[config.mk]
export PLATFORM = sky130hd
export DESIGN_NAME = contiguous_bitmap_block_allocator
export DESIGN_NICKNAME = d
export VERILOG_FILES = /design/src/sv/cbba_pkg.sv /design/src/sv/contiguous_bitmap_block_allocator.sv
export VERILOG_INCLUDE_DIRS = /design/src /design/src/sv
export SDC_FILE = /design/constraint.sdc
export NUM_CORES = 1
export LEC_CHECK = 0
export ABC_AREA = 1
export BUFFER_PORTS_ARGS = -buffer_cell sky130_fd_sc_hd__buf_4
export CORE_MARGIN = 3
export CORE_UTILIZATION = 45
export DETAILED_ROUTE_END_ITERATION = 10
export PLACE_DENSITY = 0.73
export RECOVER_POWER = 100
export SETUP_SLACK_MARGIN = 0.05
export SLEW_MARGIN = 20
export SYNTH_ARGS = -nofsm -noshare
export SYNTH_HDL_FRONTEND = slang
export SYNTH_SLANG_ARGS = --single-unit
[constraint.sdc]
create_clock -name clk -period 3.2 [get_ports clk]
set_input_delay 0.32 -clock clk [delete_from_list [all_inputs] [get_ports clk]]
set_output_delay 0.32 -clock clk [all_outputs]
set_load 0.005 [all_outputs]
[src/sv/assert_macros.svh]
// Assertion macros shared by the RTL of the block allocator.
`ifndef ASSERT_MACROS_SVH
`define ASSERT_MACROS_SVH

// Same-cycle implication, sampled on clk, idle while rst_n is low.
`define ASSERT_SAME(label, ante, cons, msg) \
  label: assert property (@(posedge clk) disable iff (!rst_n) (ante) |-> (cons)) \
    else $error(msg);

// Next-cycle implication, sampled on clk, idle while rst_n is low.
`define ASSERT_NEXT(label, ante, cons, msg) \
  label: assert property (@(posedge clk) disable iff (!rst_n) (ante) |=> (cons)) \
    else $error(msg);

`endif

[src/sv/cbba_pkg.sv]
// Shared constants and types for the contiguous bitmap block allocator.
`timescale 1ns / 1ps
`default_nettype none

package cbba_pkg;

  localparam int CNT_W      = 7;   // block_count
  localparam int START_W    = 6;   // start_block / run_start
  localparam int STATUS_W   = 2;
  localparam int IN_DATA_W  = 16;  // block_count + start_block, byte padded
  localparam int OUT_DATA_W = 8;   // run_start, byte padded

  typedef logic [STATUS_W-1:0] status_t;
  typedef logic [CNT_W-1:0]    count_t;
  typedef logic [START_W-1:0]  start_t;

  localparam status_t ST_DONE      = 2'd0;
  localparam status_t ST_NO_ROOM   = 2'd1;
  localparam status_t ST_BAD_RANGE = 2'd2;

  localparam logic CMD_ALLOC = 1'b0;
  localparam logic CMD_FREE  = 1'b1;

endpackage

`default_nettype wire

[src/sv/contiguous_bitmap_block_allocator.sv]
// First-fit contiguous block allocator over a bitmap of storage blocks.
//
//   channel | dir | tdata                           | tuser
//   --------+-----+---------------------------------+-------------------
//   in_     | in  | [6:0] block_count, [12:7] start | [0] cmd (1 = free)
//   out_    | out | [5:0] run_start                 | [1:0] status
//
// A rejected command goes from transfer straight to the result state, a free
// passes through the map update first, and an allocate scans the map before
// its update. The scan loop reads one map bit a cycle through a single
// run counter and compare; the map update applies a range mask.
// Reset clears the map to all free and empties the result register.
// One command is in flight at a time; in_tready is low until the result has
// been placed in the output register, and a stalled output holds the block
// in its result state.
`timescale 1ns / 1ps
`default_nettype none

`include "assert_macros.svh"

module contiguous_bitmap_block_allocator #(
  parameter int POOL_BLOCKS = 64
) (
  input  wire logic                            clk,
  input  wire logic                            rst_n,
  input  wire logic                            in_tvalid,
  output      logic                            in_tready,
  input  wire logic [cbba_pkg::IN_DATA_W-1:0]  in_tdata,   // [6:0] block_count, [12:7] start_block
  input  wire logic                            in_tuser,   // [0] cmd
  output      logic                            out_tvalid,
  input  wire logic                            out_tready,
  output      logic [cbba_pkg::OUT_DATA_W-1:0] out_tdata,  // [5:0] run_start
  output      logic [cbba_pkg::STATUS_W-1:0]   out_tuser   // [1:0] status
);
  import cbba_pkg::*;

  localparam int IDX_W = (POOL_BLOCKS > 1) ? $clog2(POOL_BLOCKS) : 1;

  // sequencer codes
  localparam logic [1:0] S_IDLE  = 2'd0;
  localparam logic [1:0] S_SCAN  = 2'd1;
  localparam logic [1:0] S_APPLY = 2'd2;
  localparam logic [1:0] S_RESP  = 2'd3;

  logic [1:0]             state_r, state_nxt;
  logic [POOL_BLOCKS-1:0] used_map_r, used_map_nxt;
  logic                   cmd_r, cmd_nxt;
  count_t                 count_r, count_nxt;
  start_t                 start_r, start_nxt;
  status_t                status_r, status_nxt;
  logic [IDX_W-1:0]       idx_r, idx_nxt;
  count_t                 run_r, run_nxt;
  logic                   out_valid_r, out_valid_nxt;
  status_t                out_status_r, out_status_nxt;
  start_t                 out_start_r, out_start_nxt;

  // input field unpacking
  logic       in_cmd;
  count_t     in_count;
  start_t     in_start;
  logic [CNT_W:0] in_end;   // one bit wider: start + count reaches 190
  logic       in_xfer;

  // scan unit
  logic   map_bit;
  count_t run_inc;
  count_t found;

  // range mask for the update
  count_t                 mask_end;
  logic [POOL_BLOCKS-1:0] range_mask;

  assign in_cmd   = in_tuser;
  assign in_count = in_tdata[CNT_W-1:0];
  assign in_start = in_tdata[CNT_W+START_W-1:CNT_W];
  assign in_end   = (CNT_W+1)'(in_start) + (CNT_W+1)'(in_count);
  assign in_xfer  = in_tvalid && in_tready;

  assign in_tready  = (state_r == S_IDLE);
  assign out_tvalid = out_valid_r;
  assign out_tuser  = out_status_r;
  assign out_tdata  = OUT_DATA_W'(out_start_r);

  // one map bit per cycle; a used block restarts the run
  assign map_bit = used_map_r[idx_r];
  assign run_inc = map_bit ? '0 : run_r + CNT_W'(1);
  assign found   = CNT_W'(idx_r) + CNT_W'(1) - count_r;

  assign mask_end = CNT_W'(start_r) + count_r;
  always_comb begin
    for (int i = 0; i < POOL_BLOCKS; i++) begin
      range_mask[i] = (CNT_W'(i) >= CNT_W'(start_r)) && (CNT_W'(i) < mask_end);
    end
  end

  always_comb begin
    state_nxt      = state_r;
    used_map_nxt   = used_map_r;
    cmd_nxt        = cmd_r;
    count_nxt      = count_r;
    start_nxt      = start_r;
    status_nxt     = status_r;
    idx_nxt        = idx_r;
    run_nxt        = run_r;
    out_valid_nxt  = out_valid_r;
    out_status_nxt = out_status_r;
    out_start_nxt  = out_start_r;

    if (out_valid_r && out_tready) begin
      out_valid_nxt = 1'b0;
    end

    unique case (state_r)
      S_IDLE: begin
        if (in_xfer) begin
          cmd_nxt    = in_cmd;
          count_nxt  = in_count;
          start_nxt  = '0;
          idx_nxt    = '0;
          run_nxt    = '0;
          status_nxt = ST_DONE;
          if (in_cmd == CMD_ALLOC) begin
            if (in_count == '0 || in_count > CNT_W'(POOL_BLOCKS)) begin
              status_nxt = ST_BAD_RANGE;
              state_nxt  = S_RESP;
            end else begin
              state_nxt = S_SCAN;
            end
          end else begin
            if (in_count == '0 || in_end > (CNT_W+1)'(POOL_BLOCKS)) begin
              status_nxt = ST_BAD_RANGE;
              state_nxt  = S_RESP;
            end else begin
              start_nxt = in_start;
              state_nxt = S_APPLY;
            end
          end
        end
      end
      S_SCAN: begin
        run_nxt = run_inc;
        idx_nxt = idx_r + IDX_W'(1);
        priority if (run_inc == count_r) begin
          start_nxt = START_W'(found);
          state_nxt = S_APPLY;
        end else if (idx_r == IDX_W'(POOL_BLOCKS - 1)) begin
          status_nxt = ST_NO_ROOM;
          state_nxt  = S_RESP;
        end
      end
      S_APPLY: begin
        if (cmd_r == CMD_ALLOC) begin
          used_map_nxt = used_map_r | range_mask;
        end else begin
          used_map_nxt = used_map_r & ~range_mask;
          start_nxt    = '0;    // a free reports run_start 0
        end
        state_nxt = S_RESP;
      end
      S_RESP: begin
        if (!out_valid_r || out_tready) begin
          out_valid_nxt  = 1'b1;
          out_status_nxt = status_r;
          out_start_nxt  = (status_r == ST_DONE) ? start_r : '0;
          state_nxt      = S_IDLE;
        end
      end
      default: state_nxt = S_IDLE;
    endcase
  end

  always_ff @(posedge clk) begin
    if (!rst_n) begin
      state_r     <= S_IDLE;
      used_map_r  <= '0;
      out_valid_r <= 1'b0;
    end else begin
      state_r     <= state_nxt;
      used_map_r  <= used_map_nxt;
      out_valid_r <= out_valid_nxt;
    end
  end

  always_ff @(posedge clk) begin
    cmd_r        <= cmd_nxt;
    count_r      <= count_nxt;
    start_r      <= start_nxt;
    status_r     <= status_nxt;
    idx_r        <= idx_nxt;
    run_r        <= run_nxt;
    out_status_r <= out_status_nxt;
    out_start_r  <= out_start_nxt;
  end

  // the map moves only on the update cycle
  `ASSERT_NEXT(a_map_only_in_apply, state_r != S_APPLY, $stable(used_map_r), "map changed outside update")
  // a scan never carries a run as long as the request
  `ASSERT_SAME(a_run_below_count, state_r == S_SCAN, run_r < count_r, "scan run reached count")
  // an allocate update leaves the whole run marked used
  `ASSERT_NEXT(a_alloc_marks_run, state_r == S_APPLY && cmd_r == CMD_ALLOC, (used_map_r & range_mask) == range_mask, "allocated run not marked")

endmodule

`default_nettype wire
Word-level counts from Yosys, hierarchy flattened
Cells that the tools add are included.
{ "word_totals": {"wordCells": 274, "reg_bits": 104, "output_inout_bits": 12, "inputBits": 21} }
{ "op_classes": {"eq_ne": 12, "n_reduce_logical": 80, "n_bitwise": 3, "muxes": 32, "n_lt_le_gt_ge": 130, "addsub": 6} }
{ "op_table": {"columns": ["op", "count"], "rows": [
  ["$lt 6x7->1 const A", 32],
  ["$ge 6x6->1 const A", 31],
  ["$lt 5x7->1 const A", 16],
  ["$ge 5x6->1 const A", 16],
  ["$logic_and 1x1->1", 65],
  ["$and 64x64->64", 1],
  ["$mux 64", 1],
  ["$not 64->64", 1],
  ["$or 64x64->64", 1],
  ["$lt 4x7->1 const A", 8],
  ["$ge 4x6->1 const A", 8],
  ["$mux 6", 6],
  ["$lt 3x7->1 const A", 4],
  ["$ge 3x6->1 const A", 4],
  ["$mux 2", 12],
  ["$pmux 6 s3", 1],
  ["$lt 1x7->1 const A", 2],
  ["$lt 2x7->1 const A", 2],
  ["$mux 7", 2],
  ["$pmux 7 s2", 1],
  ["$add 6x1->6 const B", 2],
  ["$ge 1x6->1 const A", 2],
  ["$ge 2x6->1 const A", 2],
  ["$pmux 6 s2", 1],
  ["27 further kinds", 42]
]} }

Logic depth before layout (Yosys ltp)
Gate-level depths: netlist of run 1.
{ "logic_depth": {"depth_word": 7, "mapped_depth": 26, "depth_no_buf": 24} }

Least setup slack after synthesis of run 1
Ideal clock, no wire load.
{ "synth_timing": {"kind": "register to register", "startpoint": "register start_r[0]", "endpoint": "register with a tool-made name", "setup_time_ns": 0.133, "required_time_ns": 3.067, "path_slack_ns": 0.521, "path_stages_with_launch": 14, "synth_period_minus_slack_ns": 2.679, "t_arrival_ns": 2.546, "cell_sequence": "edfxtp_1 ha_1 fa_1 inv_1 o21ai_1 a21oi_2 xor2_1 inv_1 nor2_1 nand2_1 nor2_1 a21oi_1 o21ai_0 a21oi_1"} }
{ "synth_rtl": {"columns": ["item", "line", "source"], "rows": [
  ["from (decl)", "contiguous_bitmap_block_allocator.sv:49", "start_t start_r, start_nxt;"],
  ["from (signal assigned)", "contiguous_bitmap_block_allocator.sv:187", "start_r <= start_nxt;"]
]} }

==> flow_summary.json, run 1 <==
{
  "ys_ff_latch": 104,
  "first_pass_iters": 5,
  "cp.required_ns": 3.49,
  "crit_fanout": 5,
  "end_kind": "flop",
  "yosysSeqAreaShare": 0.352,
  "maxCapViolCount": 0,
  "fmax_mhz": 334,
  "worst_slew_pin_slew_ns": 0.828,
  "fin_area_um2": 7770,
  "grt_max_degree": 37,
  "setup_tns_ns": 0,
  "powerDensity_nw_per_um2": 1170,
  "drive_gt1_frac": 0.0979,
  "drtIter0Drc": 660,
  "drc": 0,
  "post_dp_cell_area_um2": 7430,
  "avgSynthCellArea_um2": 6.92,
  "hold_depth": 1,
  "seqPwrFrac": 0.244,
  "cp_num_buf_inv": 4,
  "finalHoldViolations": 0,
  "dieArea_um2": 17000,
  "routed_wl_um": 20900,
  "antenna_found_initial": 0,
  "critPathLaunchType": "flop",
  "die_h_um": 130,
  "synthMuxAreaShare": 0,
  "hp-class": "input port to flop",
  "p_sw_mw": 4.72,
  "fillers": 1513,
  "ys.flop_type": "dfxtp_1",
  "core_um2": 14900,
  "holdBufCountCts": 0,
  "grt_pass1_vias": 6309,
  "setup_ws_ns": 0.208,
  "synthAdderAreaFrac": 0.0571,
  "status": "finished, final reports clean",
  "syn2layout_area_growth_pct": 11.4,
  "timing.final.crit_period_ns": 2.99,
  "clock_path_buffers": 2,
  "pre_cts_ws_ns": 0.177,
  "crit_cells": 16,
  "cts.clk_slew.worst_paths_ns": 0.07,
  "grt_use_total": 0.254,
  "cts_made_buffers": 9,
  "crit_chain": "ha_2 > fa_2 > inv_1 > o21ai_2 > a21oi_2 > inv_1 > a21oi_2 > o21bai_2 > xor2_2 > nand2_2 > inv_4 > nand2_4 > clkbuf_4 > o211ai_1 > o21ai_0 > a21oi_1",
  "p_leak_nw": 3.36,
  "grt_first_pass_wirelength_um": 33400,
  "clock-sinks": 104,
  "netlist_instances": 1008,
  "tritoncts": "yes",
  "synth.distinct_cells": 48,
  "dp_hpwl_um": 15700,
  "synth_compound_area_frac": 0.193,
  "rows": 44,
  "dpl.cell_count": 1214,
  "power_mw": 9.12,
  "power.share.switching": 0.518,
  "ant_nets": 0,
  "relSlewSlack": 0.448,
  "crit_family": "compound AO/OA/AOI/OAI gates",
  "multiInputGateArea_um2": 3760,
  "p_clk_frac": 0.129,
  "ys_warn_count": 0,
  "max-vdd-ir-drop_uv": 525,
  "port_buffers": 27,
  "clock_latency_ns": 0.36,
  "cpMaxStageDelayCell": "edfxtp_1",
  "critical_path_class": "flop to flop",
  "arrival_ns": 3.29,
  "h-tree-depth": 3,
  "synthArstFlopShare": 0,
  "insertedDiodeCount": 0,
  "rsz0062_at_grt": "yes",
  "synth-edff-count": 37,
  "finalNetCount": 1098,
  "wl_per_cell_um": 16.9,
  "ios": 33,
  "max_stage_delay_ns": 0.42,
  "finalNonFillerCells": 1236,
  "yosys.area_share.simple": 0.258,
  "viasPerCell": 5.54,
  "gp_congestion": 1.02,
  "global_route.overflow_total": 0,
  "p_int_mw": 4.40,
  "start_util": 0.469,
  "syn-cell-area_um2": 6970,
  "setup-violations-final": 0,
  "num_vias": 6846,
  "synth_top_family_by_area": "simple AND/OR/NAND/NOR gates",
  "finalCritPeriodShare": 0.935,
  "die_width_um": 130,
  "finalMaxSlewViolations": 0,
  "synth_xor_area_frac": 0.0248,
  "combPwrFrac": 0.627,
  "seq_area_um2": 2450,
  "worstRegToRegCells": 16,
  "root_buffer": "clkbuf_16",
  "finClkSkew_ns": 0.0106
}
synthesized netlist by cell type (4+ instances only):
library cell	n	share of area
edfxtp_1	37	0.16
o31ai_1	4	0.0043
a21oi_1	99	0.071
buf_4	5	0.0054
nand4_1	8	0.0072
inv_2	7	0.0038
o21ai_1	28	0.020
nand2_1	199	0.11
clkbuf_1	21	0.011
nor4_1	5	0.0045
o21ai_0	69	0.050
nand3_1	57	0.041
o211ai_1	22	0.024
nor3_1	10	0.0072
dfxtp_1	67	0.19
buf_6	9	0.015
ha_1	27	0.048
xor2_1	10	0.013
nand3_2	5	0.0072
nor2_1	131	0.071
inv_1	137	0.074
xnor2_1	6	0.0075
routing by layer:
layer  vias up  GRT usage  wire, um
li1       3388          -         -
met1      3154      0.325      8870
met2       248      0.417      9860
met3        56     0.0602      1420
met4         0     0.0980       752
met5         -          0         0
final timing paths:
check / endpoint / start / slack, ns
max: flop / start_r[0]$_DFFE_PP_ / 0.21
max reg2reg: flop / start_r[0]$_DFFE_PP_ / 0.21
min: cmd_r$_DFFE_PP_ / in_tuser / 0.22
min reg2reg: out_tuser[0]$_DFFE_PP_ / status_r[0]$_SDFFCE_PP1P_ / 0.45
kinds of logic (layout without fill, tap and decap cells):
group                    Yosys count  in the layout
AND/OR/NAND/NOR                  427            427
other                              1              2
flip-flops                       104            104
AO/OA/AOI/OAI                    241            241
adder cells (fa/ha/maj)           30             30
buffers and inverters            187            230
XOR/XNOR                          18             18
power by group through the flow:
stage	logic (mW)	clock network, mW	registers [mW]
floorplan	3.91	0	2.17
global placement	5.45	0	2.23
detailed placement	5.49	0	2.25
CTS	5.53	1.19	2.23
global route	6.35	1.24	2.29
finish	5.72	1.18	2.22
through the flow:
stage	hold slack, ns	utilization
2_1_floorplan	0.417	-
3_3_place_gp	0.427	0.500
3_5_place_dp	0.433	0.500
4_1_cts	0.155	0.521
5_1_grt	0.233	0.523
6_report	0.224	0.523
cell type report:
| cell class | count | share of cell area |
|---|---|---|
| Clock buffer | 11 | 0.0327 |
| Clock inverter | 5 | 0.00789 |
| Multi-Input combinational cell | 718 | 0.484 |
| Timing Repair Buffer | 65 | 0.0568 |
| Sequential cell | 104 | 0.316 |
| Inverter | 149 | 0.0739 |
| Tap cell | 184 | 0.0296 |
layout by cell type (no fill, tap or decap), drive strengths merged, types with 2 or more instances in the layout:
master	n
a21oi	102
a31oi	3
and2	3
buf	34
clkbuf	42
clkinv	6
conb	2
dfxtp	67
edfxtp	37
fa	3
ha	27
inv	147
nand2	204
nand3	62
nand4	8
nor2	134
nor3	10
nor4	5
o211ai	25
o21ai	97
o21bai	2
o22ai	2
o31ai	4
xnor2	6
xor2	12
timing repair:
item / in CTS / in global routing
resized for setup: 0 / 20
setup buffers: 0 / 6
endpoints found under the hold margin: 0 / 0
setup endpoints to repair: 0 / 44
No activity file was read; power rests on OpenSTA's default activity.
==> run 2, diff against run 1 <==
- clock period: 3.2 -> 2.89 ns (I/O delays scaled with it)
==> flow_summary.json, run 2 (same netlist as run 1, synthesis figures left out) <==
{
  "setup-violations-final": 0,
  "rsz0062_at_grt": "yes",
  "clock_latency_ns": 0.37,
  "cp_num_buf_inv": 5,
  "dieArea_um2": 17000,
  "first_pass_iters": 5,
  "crit_chain": "buf_6 > clkbuf_16 > nor2_2 > nor2_1 > nand2_1 > nand3_1 > nand3_2 > nand2_1 > nand2_2 > nand2_2 > inv_4 > buf_12 > nand4_1 > nand2_2 > nand2_2 > nor2_2 > nand2_2 > nand2_2 > o21ai_2 > nor2_1 > buf_4",
  "antenna_found_initial": 0,
  "grt_max_degree": 47,
  "cts_made_buffers": 9,
  "post_dp_cell_area_um2": 7720,
  "final_cell_mix": "176 x nand2_1, 134 x inv_1, 114 x nor2_1",
  "seq_area_um2": 2450,
  "fmax_mhz": 347,
  "arrival_ns": 2.96,
  "finalNetCount": 1143,
  "finalNonFillerCells": 1281,
  "cpMaxStageDelayCell": "edfxtp_1",
  "finalMaxSlewViolations": 0,
  "critPathMostFrequentCell": "nand2_2",
  "critPathLaunchType": "flop",
  "fillers": 1418,
  "cts.clk_slew.worst_paths_ns": 0.06,
  "dpl.cell_count": 1249,
  "insertedDiodeCount": 0,
  "pre_cts_ws_ns": -0.0556,
  "hp-class": "input port to flop",
  "finalCritPeriodShare": 0.998,
  "grt_first_pass_wirelength_um": 33600,
  "ios": 33,
  "timing.final.crit_period_ns": 2.89,
  "max_stage_delay_ns": 0.50,
  "die_width_um": 130,
  "port_buffers": 27,
  "global_route.overflow_total": 0,
  "routed_wl_um": 22200,
  "p_leak_nw": 3.69,
  "fin_area_um2": 8550,
  "syn2layout_area_growth_pct": 22.6,
  "ant_nets": 0,
  "end_kind": "flop",
  "max-vdd-ir-drop_uv": 1030,
  "wl_met3_um": 1890,
  "tritoncts": "yes",
  "num_vias": 7089,
  "setup_ws_ns": 0.00436,
  "status": "finished, final reports clean",
  "m1WireLength_um": 8940,
  "rows": 44,
  "maxCapViolCount": 0,
  "layout_commonest_cell": "nand2_1",
  "critical_path_class": "flop to flop",
  "setup_tns_ns": 0,
  "drc": 0,
  "drtIter0Drc": 622,
  "start_util": 0.469,
  "powerDensity_nw_per_um2": 1380,
  "clock-sinks": 104,
  "core_um2": 14900,
  "drive_gt1_frac": 0.195,
  "relSlewSlack": 0.453,
  "cp.required_ns": 2.97,
  "dp_hpwl_um": 16000,
  "viasPerCell": 5.53,
  "finClkSkew_ns": 0.00791,
  "grt_pass1_vias": 6506,
  "crit_family": "simple AND/OR/NAND/NOR gates",
  "clock_path_buffers": 2,
  "worst_slew_pin_slew_ns": 0.820,
  "root_buffer": "clkbuf_16",
  "h-tree-depth": 3,
  "multiInputGateArea_um2": 4000,
  "holdBufCountCts": 0,
  "crit_fanout": 8,
  "die_h_um": 130,
  "wl_per_cell_um": 17.3,
  "power_mw": 11.8,
  "finalHoldViolations": 0,
  "grt_use_total": 0.257,
  "gp_congestion": 1.05,
  "highest_layer": "met4",
  "met2_length_um": 10500
}
run 2: cell count changes in the layout (fill, tap and decap cells not counted), moves of 7 or more:
cell | before | now
o21ai_0 | 80 | 61
o21ai_2 | 1 | 11
nor2_1 | 129 | 114
buf_4 | 32 | 63
a21oi_1 | 98 | 91
o21ai_1 | 16 | 25
nand3_2 | 2 | 10
nand2_2 | 5 | 25
buf_6 | 1 | 11
nand3_1 | 59 | 50
a21oi_2 | 3 | 10
nor2_2 | 2 | 15
nand2_1 | 196 | 176
run 2: path summary, 6_finish.rpt:
check | end | slack, ns | start | cells past startpoint
hold reg to reg | flop | 0.45 | flop | 2
setup / recovery | start_r[1]$_DFFE_PP_ | 0.004 | idx_r[0]$_SDFFCE_PN0P_ | 21
setup reg to reg | start_r[1]$_DFFE_PP_ | 0.004 | idx_r[0]$_SDFFCE_PN0P_ | 21
hold / removal | cmd_r$_DFFE_PP_ | 0.16 | in_tuser | 1
run 2: worst register-to-register path, delay by kind of cell, from the launching register on:
family	cells	cell delay [ns]
AO/OA/AOI/OAI	1	0.05
buffers and inverters	5	0.73
flip-flops	1	0.50
AND/OR/NAND/NOR	15	1.33
run 2: timing repair:
action	CTS	global route
endpoints found under the hold margin	0	0
resized for setup	13	104
endpoints found under the setup margin	45	70
pin swaps	10	23
cloned	0	4
buffers inserted	4	8
run 2: final cells by class:
type | count | share of cell area
well taps | 184 | 0.0269
repair buffers | 108 | 0.104
inverters | 149 | 0.0691
repair inverters | 1 | 0.00234
multi-input cells | 719 | 0.468
flip-flops and latches | 104 | 0.287
clock inverters | 3 | 0.00761
clock buffers | 13 | 0.0356
run 2: routing by layer:
layer  vias up  track usage
met2       305        0.421
met4         0        0.119
met3        63       0.0691
met1      3239        0.315
met5         -            0
li1       3482            -
run 2: power breakdown:
| part | total [mW] | leakage, nW | switching [mW] | internal [mW] |
|---|---|---|---|---|
| combinational | 7.82 | 2.60 | 4.96 | 2.86 |
| clock | 1.47 | 0.181 | 0.557 | 0.916 |
| sequential | 2.49 | 0.905 | 0.320 | 2.17 |
run 2: metrics by stage:
step | hold WS (ns) | util
floorplan | 0.388 | -
global placement | 0.424 | 0.519
detailed placement | 0.437 | 0.519
finish | 0.163 | 0.575
global route | 0.172 | 0.575
CTS | 0.113 | 0.549
